[config.mk]
export PLATFORM = sky130hd
export DESIGN_NAME = glm_cell
export DESIGN_NICKNAME = d
export VERILOG_FILES = /design/src/glm_pkg.sv /design/src/glm_cell.sv
export SDC_FILE = /design/constraint.sdc
export NUM_CORES = 1
export LEC_CHECK = 0
export ABC_AREA = 0
export ABC_CLOCK_PERIOD_IN_PS = 3200
export BUFFER_PORTS_ARGS = -buffer_cell sky130_fd_sc_hd__buf_2
export CAP_MARGIN = 20
export CORE_MARGIN = 5
export CORE_UTILIZATION = 30
export DETAILED_ROUTE_END_ITERATION = 8
export PLACE_DENSITY = 0.59
export SLEW_MARGIN = 0
export SYNTH_ARGS = -nofsm -noshare
export SYNTH_HDL_FRONTEND = slang
export SYNTH_SLANG_ARGS = --single-unit
[constraint.sdc]
create_clock -name clk_i -period 3.2 [get_ports clk_i]
set_input_delay 0.32 -clock clk_i [delete_from_list [all_inputs] [get_ports clk_i]]
set_output_delay 0.32 -clock clk_i [all_outputs]
set_load 0.05 [all_outputs]
[src/glm_pkg.sv]
`timescale 1ns / 1ps

package glm_pkg;

  localparam int MAX_WIDTH  = 32;
  localparam int MAX_HEIGHT = 1024;
  localparam int SAMPLE_W   = 16;
  localparam int COL_W      = $clog2(MAX_WIDTH);
  localparam int ROW_W      = $clog2(MAX_HEIGHT);
  localparam int WID_W      = 6;
  localparam int HGT_W      = 11;
  localparam int CFG_IDX_W  = 1;
  localparam int CFG_DATA_W = 11;

  localparam logic [CFG_IDX_W-1:0] CFG_GRID_WIDTH  = 1'd0;
  localparam logic [CFG_IDX_W-1:0] CFG_GRID_HEIGHT = 1'd1;

  // Values broadcast from the control logic to every column cell.
  typedef struct packed {
    logic [COL_W-1:0]    col;
    logic                wr;
    logic                swap;
    logic                row_gt1;
    logic [WID_W-1:0]    width;
    logic [SAMPLE_W-1:0] sample;
  } glm_bcast_t;

endpackage

[src/glm_cell.sv]
`timescale 1ns / 1ps

module glm_cell (
  input  logic                           clk_i,
  input  logic [glm_pkg::COL_W-1:0]      idx_i,
  input  glm_pkg::glm_bcast_t            bc_i,
  input  logic [glm_pkg::SAMPLE_W-1:0]   left_mid_i,
  input  logic [glm_pkg::SAMPLE_W-1:0]   right_mid_i,
  input  logic [glm_pkg::SAMPLE_W-1:0]   left_up_i,
  input  logic [glm_pkg::SAMPLE_W-1:0]   right_up_i,
  output logic [glm_pkg::SAMPLE_W-1:0]   mid_o,
  output logic [glm_pkg::SAMPLE_W-1:0]   up_o,
  output logic                           pk_mid_o,
  output logic                           pk_last_o
);

  logic [glm_pkg::SAMPLE_W-1:0] mid_q, mid_d;
  logic [glm_pkg::SAMPLE_W-1:0] up_q, up_d;
  logic                         hit;
  logic                         has_left;
  logic                         has_right;
  logic                         in_grid;

  assign hit       = bc_i.wr && (bc_i.col == idx_i);
  assign has_left  = (idx_i != '0);
  assign has_right = (({1'b0, idx_i} + glm_pkg::WID_W'(1)) < bc_i.width);
  assign in_grid   = ({1'b0, idx_i} < bc_i.width);

  assign mid_o = mid_q;
  assign up_o  = hit ? bc_i.sample : up_q;

  assign pk_mid_o = (mid_q >= bc_i.sample)
                  && !(bc_i.row_gt1 && (mid_q < up_q))
                  && !(has_left && (mid_q < left_mid_i))
                  && !(has_right && (mid_q < right_mid_i));

  assign pk_last_o = in_grid && (up_o >= mid_q)
                   && !(has_left && (up_o < left_up_i))
                   && !(has_right && (up_o < right_up_i));

  always_comb begin
    mid_d = mid_q;
    up_d  = up_q;
    if (bc_i.wr && bc_i.swap) begin
      mid_d = up_o;
      up_d  = mid_q;
    end else if (hit) begin
      up_d = bc_i.sample;
    end
  end

  always_ff @(posedge clk_i) begin
    mid_q <= mid_d;
    up_q  <= up_d;
  end

endmodule

# Word-level counts from Yosys, hierarchy flattened
# Index checks and enable logic that the tools add are counted.
# word_totals
in_bits	100
output_inout_bits	34
register_bits	32
# classes
n_lt_le_gt_ge	9
n_addsub	1
n_mux	2
reduce_logical	19
n_eq_ne	1
# ops
op	count
< comparator 16 bit	5
>= comparator 16 bit	2
two-way mux 16 bit	2
logical AND 1 bit	13
adder 5 x 1 -> 6 bit (second input constant)	1
< comparator 5 x 6 -> 1 bit	1
< comparator 6 bit	1
equality test 5 bit	1
logical NOT 1 bit	5
nonzero test 5 bit	1

# Logic depth before layout (Yosys ltp)
# Gate-level depths: netlist (run 1).
# depth
depth_word	8
depth_mapped	13

# Worst setup path after synthesis (run 1)
# OpenSTA, ideal clock, no wires.
# synth_path
path_type	input to output
start	in idx_i[2] in the netlist's numbering
end	out pk_last_o
cell_stages	12
t_required_ns	2.880
t_arrival_ns	4.390
path_slack_ns	-1.510
path_cell_list	clkbuf_2 > xor2_1 > nor4_4 > and2_4 > o21ai_0 > ha_1 > o21a_1 > a211oi_1 > a21boi_1 > o21ai_0 > o2111ai_1 > a211oi_1
# synth_via
elab_chain_cells	8
# synth_rtl
item	line	source
from (decl)	glm_cell.sv:5	input logic [glm_pkg::COL_W-1:0] idx_i,
equality test 5 bit *	glm_cell.sv:24	assign hit = bc_i.wr && (bc_i.col == idx_i);
logical AND 1 bit *	glm_cell.sv:24	
two-way mux 16 bit *	n/a	
net up_o, one bit	glm_cell.sv:12	output logic [glm_pkg::SAMPLE_W-1:0] up_o,
< comparator 16 bit	glm_cell.sv:38	&& !(has_left && (up_o < left_up_i))
logical AND 1 bit	glm_cell.sv:38	
logical NOT 1 bit	glm_cell.sv:38	
logical AND 1 bit	glm_cell.sv:38	
logical AND 1 bit *	glm_cell.sv:39	&& !(has_right && (up_o < right_up_i));
to (decl)	glm_cell.sv:14	output logic pk_last_o
# The timed path passes the listed nets; every way through them passes the cells marked *.

# Final worst setup path (run 1)
# layout_path
start	in idx_i[2] in the netlist's numbering
end	out pk_last_o
# layout_via
elab_chain_cells	8
# layout_rtl
item	line
equality test 5 bit	glm_cell.sv:24
logical AND 1 bit	glm_cell.sv:24
two-way mux 16 bit	n/a
< comparator 16 bit	glm_cell.sv:38
logical AND 1 bit	glm_cell.sv:38
logical NOT 1 bit	glm_cell.sv:38
logical AND 1 bit	glm_cell.sv:38
logical AND 1 bit *	glm_cell.sv:39
# Mark *: on every way between the ends. The rest lies on a longest branch, timed or not.

==> results.ini, run 1 <==
[drt]
ant_nets = 0
vias = 4148
drc = 0
routed_wirelength_um = 12430
firstDrtPassIters = 4
drt-vias-per-instance = 4.676
wl_per_cell_um = 14.01
drtIter0Drc = 147

[clocking]
cts_htree_levels = 2
path_clk_slew_ns = 0.06
clockRootBuffer = clkbuf_16
cts_made_buffers = 5
clock_sinks = 32
clock_path_buffers = 2
insertion_delay_ns = 0.28
cts_tree = yes

[run_status]
violations = negative setup slack
status = finished with violations

[sta]
rsz0062_at_grt = yes
slew_headroom = 0.6657
final.period_utilization = 1.032
final.setup.tns_ns = -0.1035
fin_skew_ns = 0.006220
finalMaxSlewViolations = 0
max_freq_mhz = 302.7
setup_violations = 1
fin_ws_ns = -0.1035
worstMarginPinSlew_ns = 0.5014
hold_viol = 0
period_minus_slack_ns = 3.303

[die]
dieWidth_um = 129.2
die_area_sq_mm = 0.01668
ioPinCount = 134
initial_core_util = 0.3068
design.core.area_sq_mm = 0.01388
fp-row-count = 43
fp.dieH_um = 129.2

[worst_setup_path]
cpPeakStageDelay_ns = 0.31
cp.arrival_ns = 2.98
cp_top_family = simple AND/OR/NAND/NOR gates
cp_max_fo = 10
critPathBufInv = 4
crit_chain = buf_6 > xor2_2 > nor4_4 > and2_4 > buf_8 > o21ai_4 > buf_4 > ha_1 > nand4_1 > nor2_1 > o2111ai_1 > a21oi_1 > a21oi_1 > a211oi_4 > buf_6
worst-path-stages = 15
crit_path_top_delay_cell = nor4_4
start_kind = input pin
worstPathRequired_ns = 2.88
cp-end-kind = output pin
worstSetupPathType = input pin to output pin
cp-startpoint = idx_i[2]
ff2ff_path_depth = 5
r2r-start = up_q[6]$_DFF_P_

[logic_synthesis]
syn_area_sq_mm = 0.004259
synth_area_leaders = ha_1, edfxtp_1, inv_1
synth_nets = 746
ys_top_cells_by_count = inv_1, ha_1, a21oi_1
yosysMostFrequentCell = inv_1
synth_cells = 528
synth_top_area_frac = 0.3467
ys_ff_latch = 32
synth_cell_type_count = 45
synth_seq_area_share = 0.1880
synth_top_cell_by_area = ha_1
synth_flop_cell = edfxtp_1
yosysWarnings = 0
avgSynthCellArea_sq_um = 8.066
synth-edff-count = 16
async_reset_ff_frac = 0

[layout]
multiInputGateArea_sq_mm = 0.003104
seq_area_sq_um = 800.8
synthToLayoutAreaGrowth_pct = 35.14
nNetsFinal = 924
drive_above_1_share = 0.3027
final_util = 0.4146
antenna_cells = 0
fillers = 1466

[global_routing]
overflow = 0
grt_pass1_vias = 4119
antenna_found_initial = 0
grt_use_total = 0.1492
grt_max_degree = 47
grt_first_pass_wirelength_um = 20020

[pwr]
finalPower_uw = 2121
power.density_mw_per_mm2 = 368.5
p_leak_uw = 0.003200
peakVddDrop_mv = 0.2077

[worst_hold_path]
min_path_cells = 3
hp-class = input pin to flop
worstHoldStart = bc_i[23]

[placed_design]
portBuffers = 133
place_hpwl_um = 10980
gp_congestion = 0.8161

[run]
maxCapViolCount = 0

## worst register-to-register path: cells and delay by family, from the launching register on
family	cells	cell delay, ns
compound gates	2	0.42
buf+inv	2	0.23
flops	1	0.30
simple gates	1	0.03
## cell type report
type	count	share of cell area
multi-input cells	369	0.5393
repair buffers	179	0.1811
flip-flops and latches	32	0.1391
inverters	119	0.07761
well taps	180	0.03913
clock buffers	6	0.02239
clock inverters	2	0.001304
## worst paths after layout
kind | slack, ns | endpoint
max reg2reg | 2.15 | up_q[6]$_DFF_P_
min reg2reg | 0.69 | mid_o[7]$_DFFE_PP_
min | 0.35 | up_q[0]$_DFF_P_
max | -0.10 | pk_last_o
## power by group
group / switching [uW] / internal [uW]
Combinational: 679 / 471
Sequential: 37.5 / 488
Clock: 163 / 282
## metal layers
metal,vias up,GRT usage,share of wire
li1,2219,-,-
met1,1792,0.2259,0.51
met2,130,0.2265,0.40
met3,7,0.02308,0.082
met4,0,0.02409,0.0074
met5,-,0,0
## placed cells by master (no fill, tap or decap), types with 3 or more instances in the layout
| cell | count |
|---|---|
| o21ai_2 | 11 |
| nand4_1 | 13 |
| ha_1 | 116 |
| o2111ai_1 | 7 |
| xnor2_1 | 3 |
| nor2b_1 | 3 |
| o21a_1 | 3 |
| o21ai_4 | 4 |
| nor2_1 | 28 |
| nand3_1 | 23 |
| buf_6 | 5 |
| a21o_1 | 18 |
| buf_4 | 42 |
| buf_2 | 131 |
| a211oi_1 | 7 |
| inv_1 | 119 |
| nor3_1 | 3 |
| xor2_1 | 4 |
| a21oi_1 | 47 |
| a211o_1 | 3 |
| o21ai_0 | 14 |
| nand2b_1 | 6 |
| dfxtp_1 | 16 |
| clkbuf_16 | 5 |
| o21ai_1 | 3 |
| edfxtp_1 | 16 |
| nand2_1 | 20 |
## registers in the layout, summed over array words and instances, names as in the netlist
| name | cells |
|---|---|
| up_q | 16 |
| mid_o | 16 |
## stage by stage
stage | area [sq um] | cells | hold WS, ns | worst slack [ns]
after floorplan | 4333 | 528 | 0.5028 | -0.2427
after global placement | 5512 | 877 | 0.6378 | -0.4108
after detailed placement | 5512 | 877 | 0.6473 | -0.4313
after CTS | 5742 | 887 | 0.3558 | -0.1848
after global routing | 5756 | 887 | 0.4002 | -0.2681
final | 5756 | 887 | 0.3538 | -0.1035
## kinds of logic after synthesis
kind of cell	after synthesis	synth area share
xor gates and xnor gates	8	0.01645
buffers and inverters	127	0.1149
AOI/OAI and AO/OA	134	0.2039
and+or+nand+nor	109	0.1301
DFF	32	0.1880
adders and majority gates	118	0.3467
## repair_timing
item,CTS,global route
pin swaps,9,2
resized for setup,18,4
setup endpoints to repair,1,1
hold buffers,0,0
endpoints found under the hold margin,0,0
setup buffers,3,0
Note: power is estimated with default switching activity, not from simulation.
==> run 2: changes to the inputs <==
--- a/config.mk
+++ b/config.mk
@@ -5,10 +5,10 @@
 export SDC_FILE = /design/constraint.sdc
 export NUM_CORES = 1
 export LEC_CHECK = 0
-export ABC_AREA = 0
 export ABC_CLOCK_PERIOD_IN_PS = 3200
 export BUFFER_PORTS_ARGS = -buffer_cell sky130_fd_sc_hd__buf_2
 export CAP_MARGIN = 20
+export CORE_ASPECT_RATIO = 1.1
 export CORE_MARGIN = 5
 export CORE_UTILIZATION = 30
 export DETAILED_ROUTE_END_ITERATION = 8
==> run 2 against run 1 <==
  * The run still ends with negative setup slack left
  * Clock power rose by 2%
  * Critical path depth fell by 1
  * Core utilization rose by 0.93 points
  * Via count rose by 3.5%
  * Worst hold slack improved by 0.0060 ns
==> results.ini, run 2 (synthesized netlist as in run 1, its figures left out) <==
[run_status]
status = finished with violations
violations = negative setup slack

[sta]
final.period_utilization = 1.038  ; +0.005612
worstMarginPinSlew_ns = 0.4872  ; -0.01419 ns
max_freq_mhz = 301.1  ; -0.54%
slew_headroom = 0.6752  ; +0.009459
period_minus_slack_ns = 3.321  ; +0.01796 ns
holdWs_ns = 0.3597  ; +0.005951 ns
fin_skew_ns = 0.001359  ; -0.004861 ns
fin_ws_ns = -0.1214  ; -0.01796 ns
setup_violations = 1  ; unchanged
finalMaxSlewViolations = 0  ; unchanged
hold_viol = 0  ; unchanged
rsz0062_at_grt = yes

[worst_setup_path]
cp-end-kind = output pin
ff2ff_path_depth = 4  ; -1
worstPathRequired_ns = 2.88  ; about the same
cp.arrival_ns = 3.00  ; +0.02 ns
start_kind = input pin
worstSetupPathType = input pin to output pin
cp_max_fo = 5  ; -5

[placed_design]
pre_cts_ws_ns = -0.4254  ; +0.005919 ns
gp_congestion = 0.8678  ; +6.3%
dp_cells = 886  ; +1.0%
place_hpwl_um = 11770  ; +7.3%
portBuffers = 133  ; unchanged

[clocking]
path_clk_slew_ns = 0.05  ; about the same
clockRootBuffer = clkbuf_16
clock_sinks = 32  ; unchanged
clock_path_buffers = 2  ; unchanged
cts_tree = yes
cts_made_buffers = 5  ; unchanged
cts_htree_levels = 2  ; unchanged
ctsHoldBuffers = 0  ; unchanged
insertion_delay_ns = 0.28  ; about the same

[drt]
vias = 4294  ; +3.5%
wl_per_cell_um = 15.07  ; +7.6%
firstDrtPassIters = 4  ; unchanged
drt-vias-per-instance = 4.787  ; +2.4%
drtIter0Drc = 152  ; +3.4%
drc = 0  ; unchanged
ant_nets = 0  ; unchanged
routed_wirelength_um = 13520  ; +8.8%

[pwr]
peakVddDrop_mv = 0.1866  ; -10%
p_leak_uw = 0.003225  ; +0.78%
power.density_mw_per_mm2 = 372.8  ; +1.2%

[layout]
stdcell_count = 897  ; +1.1%
final_common_cell = buf_2
drive_above_1_share = 0.3188  ; +0.01607
mostFrequentLayoutCells = buf_2, inv_1, ha_1
antenna_cells = 0  ; unchanged
synthToLayoutAreaGrowth_pct = 37.87
nNetsFinal = 926  ; +0.22%
final_util = 0.4239  ; +0.009300

[die]
fp-row-count = 45  ; +4.7%
ioPinCount = 134  ; unchanged
die_area_sq_mm = 0.01668  ; about the same
fp.dieH_um = 135.0  ; +4.5%
dieWidth_um = 123.6  ; -4.3%
design.core.area_sq_mm = 0.01385  ; -0.22%
initial_core_util = 0.3075  ; +0.0006652

[global_routing]
grt_max_degree = 47  ; unchanged
grt_use_total = 0.1589  ; +0.009711
overflow = 0  ; unchanged
grt_pass1_vias = 4367  ; +6.0%
grt_first_pass_wirelength_um = 20940  ; +4.6%
antenna_found_initial = 0  ; unchanged

[worst_hold_path]
min_path_cells = 3  ; unchanged
hp-class = input pin to flop

[run]
maxCapViolCount = 0  ; unchanged

run 2: changes by cell type in the layout (fill, tap and decap cells not counted), moves of 2 or more:
cell | previous run | this run
o21ai_1 | 3 | 5
clkinv_1 | 2 | 0
a21oi_1 | 47 | 45
o21ai_0 | 14 | 12
buf_12 | 0 | 3
ha_2 | 1 | 3
ha_1 | 116 | 113
a21oi_2 | 0 | 2
run 2: worst max-delay path, cell delays in order:
cell,delay (ns)
buf_2,0.10
xor2_1,0.17
nor4_4,0.31
and2_4,0.28
buf_6,0.11
o21ai_2,0.06
ha_2,0.18
a211o_1,0.27
a211oi_2,0.20
a21boi_2,0.22
o211ai_1,0.15
a2111oi_4,0.35
a211oi_4,0.11
buf_6,0.17
run 2: layout make-up:
class,instances,area (sq um)
clock inverters,1,5.005
fillers,1429,7979
well taps,188,235.2
multi-input cells,369,3154
flip-flops and latches,32,800.8
clock buffers,7,132.6
inverters,119,446.7
repair buffers,181,1097
run 2: final timing paths:
path                        start  slack [ns]              end
hold reg to reg   up_q[7]$_DFF_P_        0.67  up_q[7]$_DFF_P_
setup reg to reg  up_q[0]$_DFF_P_        2.15  up_q[0]$_DFF_P_
hold / removal           bc_i[23]        0.36  up_q[0]$_DFF_P_
setup / recovery         bc_i[29]       -0.12        pk_last_o
run 2: timing repair:
item | in CTS | in global routing
setup endpoints to repair | 1 | 1
pin swaps | 12 | 4
gates resized for setup | 24 | 12
setup buffers | 2 | 1
run 2: metrics by stage:
| step | area, sq um | power (uW) | TNS, ns |
|---|---|---|---|
| 6_report | 5872 | 2189 | -0.1214 |
| 3_3_place_gp | 5542 | 1653 | -0.4120 |
| 3_5_place_dp | 5542 | 1695 | -0.4254 |
| 5_1_grt | 5872 | 2350 | -0.2519 |
| 4_1_cts | 5824 | 2191 | -0.1484 |
| 2_1_floorplan | 4333 | 1274 | -0.2427 |
run 2: where the power goes:
group          leakage (uW)  switching (uW)  total, uW  internal (uW)
logic               0.00288             713       1210            496
clock network     0.0000679             168        455            287
registers          0.000280            37.2        525            488
total               0.00322             918       2190           1270
run 2: layer usage:
metal / part of all wire / up-vias / wire length (um) / global-route usage
li1: - / 2214 / - / -
met1: 0.45 / 1946 / 6036 / 0.2036
met2: 0.48 / 115 / 6488 / 0.2765
met3: 0.048 / 19 / 650 / 0.01299
met4: 0.025 / 0 / 344 / 0.05600
met5: 0 / - / 0 / 0
